--- src/hw/rtl/imfd_pkg.sv ---
// shared types and constants of the ip/mac binding flip detector
// no dependencies

package imfd_pkg;

   localparam int TABLE_ENTRIES = 256;
   localparam int IDX_W = $clog2(TABLE_ENTRIES);
   localparam int QUEUE_DEPTH = 2;
   localparam int QPTR_W = $clog2(QUEUE_DEPTH);
   localparam int QCNT_W = $clog2(QUEUE_DEPTH + 1);

   localparam logic [31:0] HASH_MULT = 32'd2654435761;
   localparam logic [15:0] DEFAULT_THRESHOLD = 16'd3;
   localparam logic [15:0] FLIPS_MAX = 16'hFFFF;
   localparam logic [31:0] ALERTS_MAX = 32'hFFFF_FFFF;

   localparam logic [1:0] OUTCOME_NEW = 2'd0;
   localparam logic [1:0] OUTCOME_SEEN = 2'd1;
   localparam logic [1:0] OUTCOME_FULL = 2'd2;

   typedef struct packed {
      logic [31:0] ip_address;
      logic [47:0] mac_address;
   } req_item_type;

   typedef struct packed {
      logic [1:0]  outcome;
      logic        spoof_alert;
      logic [15:0] flip_tally;
      logic [31:0] alert_total;
   } rsp_item_type;

   // classified request handed from front to back
   typedef struct packed {
      logic [31:0]      ip;
      logic [47:0]      mac;
      logic [IDX_W-1:0] slot;
   } work_item_type;

   typedef struct packed {
      logic [31:0] ip;
      logic [47:0] mac;
      logic [15:0] flips;
   } entry_type;

   typedef struct packed {
      logic valid;
      logic full;
   } queue_status_type;

endpackage

--- src/hw/rtl/imfd_queue.sv ---
// short request queue between front and back
// depends on imfd_pkg

module imfd_queue import imfd_pkg::*; (
   input  logic             clock,
   input  logic             reset,
   input  logic             q_push,
   input  work_item_type    q_in_item,
   input  logic             q_pop,
   output work_item_type    q_out_item,
   output queue_status_type q_status
);

   work_item_type     entry_ff [QUEUE_DEPTH];
   logic [QPTR_W-1:0] wptr_ff, wptr_in;
   logic [QPTR_W-1:0] rptr_ff, rptr_in;
   logic [QCNT_W-1:0] count_ff, count_in;
   logic              do_push, do_pop;

   assign q_status.valid = (count_ff != '0);
   assign q_status.full  = (count_ff == QCNT_W'(QUEUE_DEPTH));
   assign q_out_item     = entry_ff[rptr_ff];
   assign do_push        = q_push & ~q_status.full;
   assign do_pop         = q_pop & q_status.valid;

   always_comb begin
      wptr_in  = wptr_ff;
      rptr_in  = rptr_ff;
      count_in = count_ff;
      if (do_push) begin
         wptr_in = (wptr_ff == QPTR_W'(QUEUE_DEPTH - 1)) ? '0 : wptr_ff + 1'b1;
      end
      if (do_pop) begin
         rptr_in = (rptr_ff == QPTR_W'(QUEUE_DEPTH - 1)) ? '0 : rptr_ff + 1'b1;
      end
      if (do_push & ~do_pop) begin
         count_in = count_ff + 1'b1;
      end else if (do_pop & ~do_push) begin
         count_in = count_ff - 1'b1;
      end
   end

   always_ff @(posedge clock) begin
      if (reset) begin
         wptr_ff  <= '0;
         rptr_ff  <= '0;
         count_ff <= '0;
      end else begin
         wptr_ff  <= wptr_in;
         rptr_ff  <= rptr_in;
         count_ff <= count_in;
      end
      if (do_push) begin
         entry_ff[wptr_ff] <= q_in_item;
      end
   end

endmodule

--- config.mk ---
export PLATFORM = sky130hd
export DESIGN_NAME = imfd_queue
export DESIGN_NICKNAME = d
export VERILOG_FILES = /design/src/hw/rtl/imfd_pkg.sv /design/src/hw/rtl/imfd_queue.sv
export SDC_FILE = /design/constraint.sdc
export NUM_CORES = 1
export LEC_CHECK = 0
export ABC_CLOCK_PERIOD_IN_PS = 3200
export BUFFER_PORTS_ARGS = -buffer_cell sky130_fd_sc_hd__buf_2
export CORE_ASPECT_RATIO = 1.1
export CORE_MARGIN = 5
export CORE_UTILIZATION = 47
export DETAILED_ROUTE_END_ITERATION = 6
export PLACE_DENSITY = 0.8
export RECOVER_POWER = 100
export SYNTH_ARGS = -nofsm -noshare
export SYNTH_HDL_FRONTEND = slang
export SYNTH_SLANG_ARGS = --single-unit
--- constraint.sdc ---
create_clock -name clock -period 3.2 [get_ports clock]
set_input_delay 0.16 -clock clock [delete_from_list [all_inputs] [get_ports clock]]
set_output_delay 0.16 -clock clock [all_outputs]
set_load 0.02 [all_outputs]
==> summary.md <==
| Metric | Value |
|---|---|
| Clock root cell | `clkbuf_16` |
| Flop pwr share | `44.6%` |
| CTS resizes | `0` |
| DR vias | `3754` |
| Pins Over Slew Limit | `0` |
| Clock latency at the later pin of the worst-skew pair | `0.43 ns` |
| Final Hold Fails | `0` |
| Internal power | `0.00492 W` |
| Starting Density | `48.0%` |
| Grt total ovfl | `0` |
| Final antenna diode count | `0` |
| Mapped Nets | `392` |
| CTS max path bufs | `2` |
| Routed len/inst | `17.7 um` |
| Worst Clk Skew | `0.0102 ns` |
| Final period util | `81.3%` |
| Actual slew at the worst max-slew pin | `1.14 ns` |
| NetSw | `0.00212 W` |
| Initial antenna violation count | `0` |
| Critical path startpoint category | `register` |
| Hold Crit Class | `input pin to register` |
| Vias per cell | `4.79` |
| H-tree depth reported by CTS | `4` |
| Drt first-iter violations | `250` |
| Post-CTS setup buffers | `0` |
| Flop and latch count out of synthesis | `181` |
| Mean post-synth cell area | `22.2 um^2` |
| Status | `finished clean` |
| Logic pwr share | `26.0%` |
| First-pass DRT Iterations | `4` |
| Area of the die | `16600 um^2` |
| Final instance area | `9040 um^2` |
| Min-delay src | `q_push` |
| Peak VDD IR | `0.000518 V` |
| Commonest non-fill, non-tap cell in the layout | `edfxtp_1` |
| Yosys cell types | `16` |
| Syn Inst Count | `299` |
| Post-Route WL | `13.9 mm` |
| Worst r2r src | `count_ff[0]` |
| Worst slew margin | `24.2%` |
| Gr usage total | `17.1%` |
| Most frequent cells in the layout | `edfxtp_1 (176), clkbuf_1 (150), dlygate4sd3_1 (89)` |
| Pin count of the biggest net entering global routing | `49` |
| TritonCTS clock tree | `built` |
| Pwr Density | `780 nW/um^2` |
| IO Pins | `182` |
| Setup TNS Final | `0 ns` |
| Clock tree sinks | `181` |
| Post-route ant nets | `0` |
| CP Data Arrival Time | `2.44 ns` |
| Cell total after placement | `663` |
| First-pass GRT wire length | `21.4 mm` |
| Nets | `676` |
| Minimum clock period | `2.60 ns` |
| LEAKAGE | `3.10 nW` |
| Clock-pin slew on the worst setup and hold paths | `0.07 ns` |
| Placeable Area | `13900 um^2` |
| Post-synthesis sequential area ratio | `81.0%` |
| Share of cells above drive strength 1 | `24.2%` |
| DIE WIDTH | `123 um` |
| Post-Place Cell Area | `7780 um^2` |
| Upper clock frequency limit | `0.384 GHz` |
| Mapped Area | `6650 um^2` |
| CTS Hold Bufs | `89` |
| Setup repair after global routing missed its margin | `no` |
| CP Capture Type | `output pin` |
| Synth warnings | `0` |
| Final core occ | `65.2%` |
| Fillers | `1046` |
| CP required | `3.04 ns` |
| Crit Path Category | `register to output pin` |
| Clock power frac | `29.4%` |
| Max FO, Critical Path | `45` |
| CTS Buf Count | `17` |
| Routability congestion estimate from global placement | `0.743` |
| HPWL after detailed placement | `8.30 mm` |
| Layout area overhead | `36.0%` |
| Die height | `135 um` |
| IO Port Bufs | `181` |
| Max-Cap Viols | `0` |
| Final setup viols | `0` |
| FP Rows | `45` |
| Hold_ws | `0.148 ns` |
| Fin cells | `784` |
| Sw Ratio | `30.1%` |
| DRC viols | `0` |
| Vias in the first global route | `4176` |
cells in the mapped netlist, drive strengths merged:
master | n | share of area (%)
ha | 1 | 0.19
dfxtp | 5 | 1.5
nor2 | 4 | 0.23
or3 | 2 | 0.19
mux2 | 88 | 16
inv | 2 | 0.11
edfxtp | 176 | 80
a21oi | 2 | 0.15
nor2b | 1 | 0.13
or2 | 1 | 0.094
and2 | 1 | 0.094
buf | 10 | 1.1
o21ai | 3 | 0.23
xor2 | 3 | 0.40
metrics by stage:
stage | worst slack (ns) | total power [W]
after floorplan | 0.0419 | 0.00449
after global placement | 1.12 | 0.00502
after detailed placement | 1.08 | 0.00507
after CTS | 0.875 | 0.00723
after global routing | 0.450 | 0.00736
final | 0.597 | 0.00705
path summary, 6_finish.rpt:
path	end	slack, ns	cells past startpoint
worst max-delay path	q_out_item[67]	0.60	3
worst max register to register	entry_ff[0][58]	0.81	4
worst min register to register	wptr_ff	0.50	2
worst min-delay path	wptr_ff	0.15	4
power by group through the flow:
stage          clock (W)  sequential [W]  combinational (W)
3_3_place_gp           0         0.00317            0.00185
2_1_floorplan          0         0.00311            0.00139
5_1_grt          0.00223         0.00317            0.00196
3_5_place_dp           0         0.00319            0.00188
4_1_cts          0.00211         0.00315            0.00197
6_report         0.00207         0.00314            0.00183
worst max-delay path, stage by stage (launching register included):
cell	delay (ns)
dfxtp_2	1.08
buf_12	0.35
mux2_2	0.37
clkbuf_1	0.19
cells by family after synthesis:
kind of cell | Yosys count | share of synthesized area, %
AO/OA/AOI/OAI | 5 | 0.376
multiplexers | 88 | 16.0
adder cells (fa/ha/maj) | 1 | 0.188
flip-flops | 181 | 81.0
AND/OR/NAND/NOR | 9 | 0.734
XOR/XNOR | 3 | 0.395
buffers and inverters | 12 | 1.24
layout make-up:
| type | count | area, um^2 | area share (%) |
|---|---|---|---|
| Sequential cell | 181 | 5390 | 59.6 |
| Timing Repair Buffer | 275 | 1670 | 18.5 |
| Multi-Input combinational cell | 106 | 1150 | 12.7 |
| Clock buffer | 19 | 433 | 4.79 |
| Tap cell | 188 | 235 | 2.60 |
| Clock inverter | 13 | 158 | 1.74 |
| Inverter | 2 | 8.76 | 0.0969 |
flip-flops by register name, indices dropped and copies added (netlist names), named ones only:
register / count
count_ff: 2
wptr_ff: 1
rptr_ff: 1
entry_ff: 176
per-layer routing:
metal	wire length, um	up-vias	global-route usage (%)
met5	0	-	0
met4	244	0	6.95
met3	911	24	5.49
met2	7620	136	30.7
met1	5110	1842	18.6
li1	-	1752	-
(Power assumes the default switching activity.)
