**src/hw/rtl/imfd_pkg.sv**
```systemverilog
// shared types and constants of the ip/mac binding flip detector
// no dependencies

package imfd_pkg;

   localparam int TABLE_ENTRIES = 256;
   localparam int IDX_W = $clog2(TABLE_ENTRIES);
   localparam int QUEUE_DEPTH = 2;
   localparam int QPTR_W = $clog2(QUEUE_DEPTH);
   localparam int QCNT_W = $clog2(QUEUE_DEPTH + 1);

   localparam logic [31:0] HASH_MULT = 32'd2654435761;
   localparam logic [15:0] DEFAULT_THRESHOLD = 16'd3;
   localparam logic [15:0] FLIPS_MAX = 16'hFFFF;
   localparam logic [31:0] ALERTS_MAX = 32'hFFFF_FFFF;

   localparam logic [1:0] OUTCOME_NEW = 2'd0;
   localparam logic [1:0] OUTCOME_SEEN = 2'd1;
   localparam logic [1:0] OUTCOME_FULL = 2'd2;

   typedef struct packed {
      logic [31:0] ip_address;
      logic [47:0] mac_address;
   } req_item_type;

   typedef struct packed {
      logic [1:0]  outcome;
      logic        spoof_alert;
      logic [15:0] flip_tally;
      logic [31:0] alert_total;
   } rsp_item_type;

   // classified request handed from front to back
   typedef struct packed {
      logic [31:0]      ip;
      logic [47:0]      mac;
      logic [IDX_W-1:0] slot;
   } work_item_type;

   typedef struct packed {
      logic [31:0] ip;
      logic [47:0] mac;
      logic [15:0] flips;
   } entry_type;

   typedef struct packed {
      logic valid;
      logic full;
   } queue_status_type;

endpackage

```
**src/hw/rtl/imfd_front.sv**
```systemverilog
// front end: accepts requests and computes the home slot by multiplicative hash
// depends on imfd_pkg

module imfd_front import imfd_pkg::*; (
   input  logic          clock,
   input  logic          reset,
   input  logic          push,
   output logic          full,
   input  req_item_type  req_item,
   input  logic          q_full,
   output logic          q_push,
   output work_item_type q_item
);

   logic          stage_valid_ff, stage_valid_in;
   work_item_type stage_item_ff, stage_item_in;
   logic [31:0]   product;
   logic          accept;

   assign product = req_item.ip_address * HASH_MULT;
   assign full    = stage_valid_ff & q_full;
   assign accept  = push & ~full;
   assign q_push  = stage_valid_ff & ~q_full;
   assign q_item  = stage_item_ff;

   always_comb begin
      stage_valid_in = accept | (stage_valid_ff & q_full);
      stage_item_in  = stage_item_ff;
      if (accept) begin
         stage_item_in.ip   = req_item.ip_address;
         stage_item_in.mac  = req_item.mac_address;
         stage_item_in.slot = IDX_W'(product % TABLE_ENTRIES);
      end
   end

   always_ff @(posedge clock) begin
      if (reset) begin
         stage_valid_ff <= 1'b0;
      end else begin
         stage_valid_ff <= stage_valid_in;
      end
      stage_item_ff <= stage_item_in;
   end

endmodule

```
**config.mk**
```make
export PLATFORM = sky130hd
export DESIGN_NAME = imfd_front
export DESIGN_NICKNAME = d
export VERILOG_FILES = /design/src/hw/rtl/imfd_pkg.sv /design/src/hw/rtl/imfd_front.sv
export SDC_FILE = /design/constraint.sdc
export NUM_CORES = 1
export LEC_CHECK = 0
export BUFFER_PORTS_ARGS = -buffer_cell sky130_fd_sc_hd__buf_2
export CORE_AREA = 3 3 72 107
export CTS_CLUSTER_DIAMETER = 40
export DETAILED_ROUTE_END_ITERATION = 10
export DIE_AREA = 0 0 75 110
export PLACE_DENSITY_LB_ADDON = 0.05
export SYNTH_ARGS = -nofsm -noshare
export SYNTH_HDL_FRONTEND = slang
export SYNTH_SLANG_ARGS = --single-unit
```
**constraint.sdc**
```tcl
create_clock -name clock -period 15.08 [get_ports clock]
set_input_delay 3.016 -clock clock [delete_from_list [all_inputs] [get_ports clock]]
set_output_delay 3.016 -clock clock [all_outputs]
set_load 0.03 [all_outputs]
```
==> results by group, run 1 <==
STA
  • Setup TNS: 0 ns
  • Worst setup margin: about 8.5 ns
  • Period utilisation layout: 0.433
  • Fin. Hold Viols: 0
  • Relative slew slack: 0.315
  • Worst Tran Pin Value: about 1 ns
  • Final Skew: between 0.006 and 0.007 ns
  • Slew Viols, Final: 0
  • Fmax: roughly 0.15 GHz
  • RSZ-0062 raised after global routing: no
  • Final setup vio count: 0
  • Crit path time final: ~6.5 ns

Worst setup path
  • Kind of critical path: in2out
  • Delay of the slowest cell on the worst path: about 0.22 ns
  • Crit-path cells: buf_2 -> and2_1 -> buf_2
  • Required time worst endpoint: between 10 and 15 ns
  • Setup crit end kind: output port
  • R2r startpoint: stage_valid_ff$_SDFF_PP0_
  • Crit-path max FO: 3
  • Slowest-stage cell, CP: buf_2
  • R2r endpoint: q_item[73]$_DFFE_PP_
  • Crit path top cell by count: buf_2
  • WP data arrival: 3.52 ns
  • Cell family with most CP delay: buffers and inverters
  • R2r setup slk: 13.27 ns
  • R2R cell count: 3
  • CP bufs+invs: 2
  • Crit start category: input port

Yosys
  • Mapped Nets: between 200 and 250
  • Synth area leaders: edfxtp_1 91%, ha_1 3.2%, xnor2_1 1.9%
  • Synth warn: 0
  • Mapped Cells: about 110
  • Yosys top cell area share: 0.911
  • Mapped cell area: between 0.002 and 0.003 mm^2
  • Yosys cell types: 10
  • #FFs+latches synth: between 80 and 90
  • Synth area leader: edfxtp_1
  • Sequential share of the synthesized area: 0.919
  • Syn_area_per_cell: roughly 25 um^2

Global routing
  • Largest net degree at the start of global routing: 85
  • Vias in the first global route: roughly 1.5k
  • Initial antenna violation count: 0
  • Global-route wire length before repair: roughly 7.5 mm
  • Grt total ovfl: 0
  • GRT Resource Usage Total: 0.130

Clock network
  • Postcts setup bufs: 0
  • Root buf cell: clkbuf_8
  • H-tree levels: 3
  • CTS tree: built
  • PostCTS Resize Cnt: 0
  • Cts hold-fix bufs: 0
  • Clock Latency Late Sink: 0.33 ns
  • Bufs on Longest Clock Path: 2
  • Num CTS Buffers: 9
  • Clk slew on worst S/H paths: about 0.080 ns
  • TritonCTS sink count: 85

Power
  • Reg power frac: 0.545
  • Clock power frac: 0.318
  • Combinational power share: 0.137
  • Sw Ratio: 0.241
  • Pwr per Cell Area: approximately 130 mW/mm^2
  • Sw power: roughly 0.12 mW
  • Worst VDD drop: a little under 0.08 mV
  • Internal power: 0.392 mW
  • Leak pwr: ~1.7 nW

Route
  • DR pass1 iterations: 4
  • Post-Route WL: approximately 5.5 mm
  • DR WL/cell: 14.7 um
  • Number of DRC markers in iteration 0: 97
  • Vias/cell: 4.41
  • Via count: around 1.6k
  • Drt drc: 0
  • Post-route ant nets: 0

Floorplan
  • Placeable Area: ~0.007 mm^2
  • Die height: ~110 um
  • Row count: 37
  • Die width: 75 um
  • I/O pin cnt: approximately 170
  • Area of the die: 0.00825 mm^2
  • Initial Util: 0.401

Worst hold path
  • HP Class: reg2reg
  • Hold Path Sink: stage_valid_ff$_SDFF_PP0_
  • Hold Crit Start: stage_valid_ff$_SDFF_PP0_
  • Hold path cells: 3

Cells and area
  • Register area: approximately 0.0025 mm^2
  • Share of layout cells above drive strength 1: 0.639
  • Fill count: ~570
  • Layout overhead on the synthesized area: 41.6%
  • Multi-input logic area: between 200 and 250 um^2
  • Layout Nets: around 380
  • ANT cells: 0

Placement
  • Input/output buffers: between 150 and 200
  • Gpl congestion: about 0.64
  • Pre-CTS WS: roughly 8.5 ns

Job
  • Max Cap Viol: 0

Outcome
  • Run status: finished clean
==> stage by stage <==
stage,util,hold slack (ns),power [mW],cells,cell area (um^2)
5_1_grt,0.568,0.710,0.537,372,3920
2_1_floorplan,-,0.731,0.332,109,2770
3_5_place_dp,0.539,0.664,0.358,357,3720
4_1_cts,0.568,0.679,0.524,372,3920
6_report,0.568,0.677,0.516,372,3920
3_3_place_gp,0.539,0.647,0.357,357,3720
==> metal layers <==
metal | vias to the layer above | global-route usage | routed length [um] | share of wire
met4 | 0 | 0.0534 | 68 | 0.012
met1 | 741 | 0.133 | 1840 | 0.34
met2 | 113 | 0.207 | 2730 | 0.50
li1 | 780 | - | - | -
met3 | 5 | 0.0844 | 825 | 0.15
met5 | - | 0 | 0 | 0
==> sequential cells by signal, summed over array words and instances, names as in the netlist <==
register        cells
q_item             84
stage_valid_ff      1
==> logic make-up after synthesis <==
group                    synth area share
XOR/XNOR                           0.0222
adder cells (fa/ha/maj)            0.0389
AND/OR/NAND/NOR                   0.00950
buffers and inverters              0.0109
flip-flops                          0.919
==> power groups by stage <==
| stage | logic, mW | registers, mW | clock network (mW) |
|---|---|---|---|
| floorplan | 0.0135 | 0.319 | 0 |
| global placement | 0.0711 | 0.286 | 0 |
| detailed placement | 0.0715 | 0.287 | 0 |
| CTS | 0.0717 | 0.281 | 0.171 |
| global route | 0.0759 | 0.283 | 0.178 |
| finish | 0.0705 | 0.281 | 0.164 |
==> how the worst max path moves through the flow <==
stage               slack (ns)  depth (start not counted)                    to  startpoint
CTS                       8.55                          3                  full      q_full
global route              8.51                          3                  full      q_full
finish                    8.54                          3                  full      q_full
floorplan                 7.52                          2  q_item[10]$_DFFE_PP_      q_full
detailed placement        8.54                          3                  full      q_full
global placement          8.56                          3                  full      q_full
==> cells in the mapped netlist, drive strengths merged <==
master,count
edfxtp,84
ha,7
xnor2,6
buf,4
nor2,2
nor2b,2
and2,1
dfxtp,1
fa,1
xor2,1
==> worst reg2reg max path: cells and delay by family, from the launching register on <==
family	cells	cell delay, ns
and+or+nand+nor	2	0.28
DFF	1	0.32
buffers and inverters	1	0.74
==> cells in the final DEF (no fill, tap or decap), drive strengths merged <==
master and instances:
nor2 2, buf 174, nor2b 2, edfxtp 84, and2 1, fa 1, xnor2 6, ha 7
clkinvlp 1, dfxtp 1, clkbuf 10, xor2 1, bufinv 2, clkinv 2
==> layout make-up <==
cell class                      instances  area share
Clock inverter                          5      0.0195
Sequential cell                        85       0.649
Multi-Input combinational cell         20      0.0517
Timing Repair Buffer                  174       0.223
Clock buffer                           10      0.0326
Tap cell                               78      0.0249
(Power assumes the default switching activity.)
==> inputs of run 2 (changes only) <==
ABC_AREA = 1   (was not set)
CORE_AREA = 3 3 72 108   (was 3 3 72 107)
DIE_AREA = 0 0 75 111   (was 0 0 75 110)
clock period = 6.1 ns   (was 15.08 ns; I/O delays follow)
==> run 2 against run 1 <==
  * Critical path depth rose by 1
  * Global-route usage rose by 2.1 points
  * Via count rose by 7.4%
  * Largest cell class unchanged
  * Critical path type unchanged
  * Clock power rose by 99%
  * Flip-flop and latch count did not move
  * Highest routed layer unchanged
  * Largest power group unchanged
  * Sequential share of layout area fell by 0.19 points
==> results by group, run 2 <==
STA
  • Crit path time final: 2.90 ns
  • RSZ-0062 raised after global routing: no (unchanged)
  • Worst Tran Pin Value: 0.964 ns (was 1.03 ns)
  • Slew Viols, Final: 0 (unchanged)
  • Fin. Hold Viols: 0 (unchanged)
  • Final Skew: 0.00416 ns (was 0.00617 ns)
  • Fmax: roughly 0.34 GHz
  • Relative slew slack: 0.356 (was 0.315)
  • Final setup vio count: 0 (unchanged)
  • Setup TNS: 0 ns (unchanged)
  • Period utilisation layout: 0.476

Placement
  • Input/output buffers: 173 (unchanged)
  • Post-detail-place hpwl: about 4.6 mm
  • Gpl congestion: 0.709 (was 0.640)
  • Placed instance area: 0.00377 mm^2 (was 0.00372 mm^2)

Clock network
  • H-tree levels: 3 (unchanged)
  • Bufs on Longest Clock Path: 2 (unchanged)
  • Num CTS Buffers: 9 (unchanged)
  • Cts hold-fix bufs: 0 (unchanged)
  • CTS tree: built (unchanged)
  • Postcts setup bufs: 0 (unchanged)
  • Clk slew on worst S/H paths: 0.08 ns (about the same)
  • PostCTS Resize Cnt: 0 (unchanged)
  • Root buf cell: clkbuf_8 (unchanged)
  • Clock Latency Late Sink: 0.34 ns (was 0.33 ns)
  • TritonCTS sink count: 85 (unchanged)

Floorplan
  • Row count: 37 (unchanged)
  • Placeable Area: 0.00690 mm^2 (unchanged)
  • Area of the die: 0.00833 mm^2 (was 0.00825 mm^2)
  • Die height: 111 um (was 110 um)
  • I/O pin cnt: 174 (unchanged)
  • Initial Util: 0.410 (was 0.401)
  • Die width: 75 um (unchanged)

Global routing
  • Grt total ovfl: 0 (unchanged)
  • Global-route wire length before repair: 8.89 mm (was 7.54 mm)
  • Initial antenna violation count: 0 (unchanged)
  • Largest net degree at the start of global routing: 50 (was 85)
  • Vias in the first global route: 1,728 (was 1,498)
  • GRT Resource Usage Total: 0.151 (was 0.130)

Power
  • Leak pwr: 1.76 nW (was 1.71 nW)
  • Worst VDD drop: 0.133 mV (was 0.0785 mV)
  • Pwr per Cell Area: 304 mW/mm^2 (was 132 mW/mm^2)

Worst setup path
  • WP depth: 4 (was 3)
  • WP data arrival: 1.68 ns (was 3.52 ns)
  • Delay of the slowest cell on the worst path: 0.21 ns (was 0.22 ns)
  • Kind of critical path: in2out (unchanged)
  • CP bufs+invs: 3 (was 2)
  • R2r setup slk: 3.88 ns (was 13.27 ns)
  • R2r startpoint: stage_valid_ff$_SDFF_PP0_ (unchanged)
  • CP startpoint: q_full (unchanged)
  • Setup crit end kind: output port (unchanged)
  • Critical Path Sink: full (unchanged)
  • R2r endpoint: q_item[78]$_DFFE_PP_ (was q_item[73]$_DFFE_PP_)
  • Crit path top cell by count: buf_2 (unchanged)
  • Required time worst endpoint: 4.88 ns (was 12.06 ns)
  • Crit start category: input port (unchanged)
  • Cell family with most CP delay: buffers and inverters (unchanged)
  • Crit-path max FO: 2 (was 3)
  • Crit-path cells: buf_2 -> nand2_1 -> inv_1 -> buf_2 (was buf_2 -> and2_1 -> buf_2)
  • Slowest-stage cell, CP: buf_2 (unchanged)
  • R2R cell count: 4 (was 3)

Yosys
  • Number of synthesized flops with an enable pin: 84 (unchanged)
  • Synth warn: 0 (unchanged)
  • Synth area leader: edfxtp_1 (unchanged)
  • Yosys top cell area share: 0.892 (was 0.911)
  • Synth area leaders: edfxtp_1 89%, ha_1 3.1%, nand2_1 1.7% (was edfxtp_1 91%, ha_1 3.2%, xnor2_1 1.9%)
  • Top-count cell post-synth: edfxtp_1 (unchanged)
  • Predominant post-synthesis flop cell: edfxtp_1 (unchanged)
  • Mapped cell area: 0.00283 mm^2 (was 0.00277 mm^2)
  • Mapped Nets: 223 (was 201)
  • Syn_area_per_cell: 21.6 um^2 (was 25.4 um^2)
  • #FFs+latches synth: 85 (unchanged)
  • Sequential share of the synthesized area: 0.900 (was 0.919)
  • Ys async rst share: 0 (unchanged)
  • Top cells by count, synth: 84 x edfxtp_1, 13 x nand2_1, 11 x inv_1, 7 x ha_1, 4 x buf_4 (was 84 x edfxtp_1, 7 x ha_1, 6 x xnor2_1, 4 x buf_4)
  • Mapped Cells: 131 (was 109)
  • Yosys cell types: 13 (was 10)

Route
  • Post-Route WL: 6.07 mm (was 5.46 mm)
  • Met3 routed WL: 605 um (was 825 um)
  • Met2 wire length: 3.24 mm (was 2.73 mm)
  • Uppermost layer routed: met4 (unchanged)
  • M1 WL: 2.02 mm (was 1.84 mm)
  • Post-route ant nets: 0 (unchanged)
  • Vias/cell: 4.47 (was 4.41)
  • Via count: 1,761 (was 1,639)
  • Number of DRC markers in iteration 0: 109 (was 97)
  • Drt drc: 0 (unchanged)
  • DR WL/cell: 15.4 um (was 14.7 um)
  • DR pass1 iterations: 4 (unchanged)

Outcome
  • Run status: finished clean (unchanged)

Job
  • Max Cap Viol: 0 (unchanged)

Cells and area
  • ANT cells: 0 (unchanged)
  • Most frequent cells in the layout: 173 x buf_2, 84 x edfxtp_1, 13 x nand2_1 (was 173 x buf_2, 84 x edfxtp_1, 9 x clkbuf_8)
  • Max FFs per register: 84 (unchanged)
  • Layout Nets: 404 (was 382)
  • Share of layout cells above drive strength 1: 0.601 (was 0.639)
  • Layout overhead on the synthesized area: 39.1% (was 41.6%)
  • Commonest non-fill, non-tap cell in the layout: buf_2 (unchanged)
  • Design Area, Final: 0.00393 mm^2 (was 0.00392 mm^2)

Worst hold path
  • HP Class: reg2reg (unchanged)
-- run 2: cell types whose count changed in the layout (fill, tap and decap cells not counted), sizes merged, moves of 2 or more --
cell    before  now
nand2        0   15
inv          0   11
xnor2        6    0
nand3        0    3
nor2b        2    0
bufinv       2    0
-- run 2: layout make-up --
class / instances / area [um^2]
Timing Repair Buffer: 174 / 873
Clock inverter: 5 / 28.8
Multi-Input combinational cell: 31 / 220
Sequential cell: 85 / 2540
Inverter: 11 / 41.3
Tap cell: 78 / 97.6
Fill cell: 579 / 2970
Clock buffer: 10 / 128
-- run 2: through the flow --
stage / std cells / utilization / setup WS, ns / hold slack [ns] / total power, mW
after floorplan: 131 / - / 0.597 / 0.448 / 0.819
after global placement: 379 / 0.547 / 2.83 / 0.467 / 0.883
after detailed placement: 379 / 0.547 / 2.78 / 0.466 / 0.885
after CTS: 394 / 0.570 / 3.17 / 0.477 / 1.21
after global routing: 394 / 0.570 / 3.00 / 0.524 / 1.26
final: 394 / 0.570 / 3.20 / 0.473 / 1.20
-- run 2: kinds of logic (layout without fill, tap and decap cells) --
group                    after synthesis  in the layout  synth area share
flip-flops                            85             85             0.900
AND/OR/NAND/NOR                       21             21            0.0323
buffers and inverters                 15            200            0.0252
adder cells (fa/ha/maj)                8              8            0.0381
AO/OA/AOI/OAI                          1              1           0.00177
XOR/XNOR                               1              1           0.00310
-- run 2: per-layer routing --
layer,up-vias,track usage
li1,842,-
met2,102,0.257
met4,0,0.0903
met1,801,0.150
met5,-,0
met3,16,0.0517
-- run 2: worst min path at each step --
stage	slack [ns]	from	end	depth (start not counted)
global placement	0.47	stage_valid_ff$_SDFF_PP0_	stage_valid_ff$_SDFF_PP0_	2
detailed placement	0.47	stage_valid_ff$_SDFF_PP0_	stage_valid_ff$_SDFF_PP0_	2
finish	0.47	stage_valid_ff$_SDFF_PP0_	stage_valid_ff$_SDFF_PP0_	2
floorplan	0.45	stage_valid_ff$_SDFF_PP0_	stage_valid_ff$_SDFF_PP0_	2
global route	0.52	stage_valid_ff$_SDFF_PP0_	stage_valid_ff$_SDFF_PP0_	2
CTS	0.48	stage_valid_ff$_SDFF_PP0_	stage_valid_ff$_SDFF_PP0_	2
-- run 2: worst min-delay path, stage by stage (launching register included) --
cell and delay (ns):
dfxtp_1 0.31, nand2_1 0.07, a21oi_1 0.06
-- run 2: power by group --
part	switching, mW	internal (mW)	total, mW
Sequential	0.00771	0.686	0.694
Clock	0.185	0.143	0.327
Combinational	0.122	0.0525	0.174
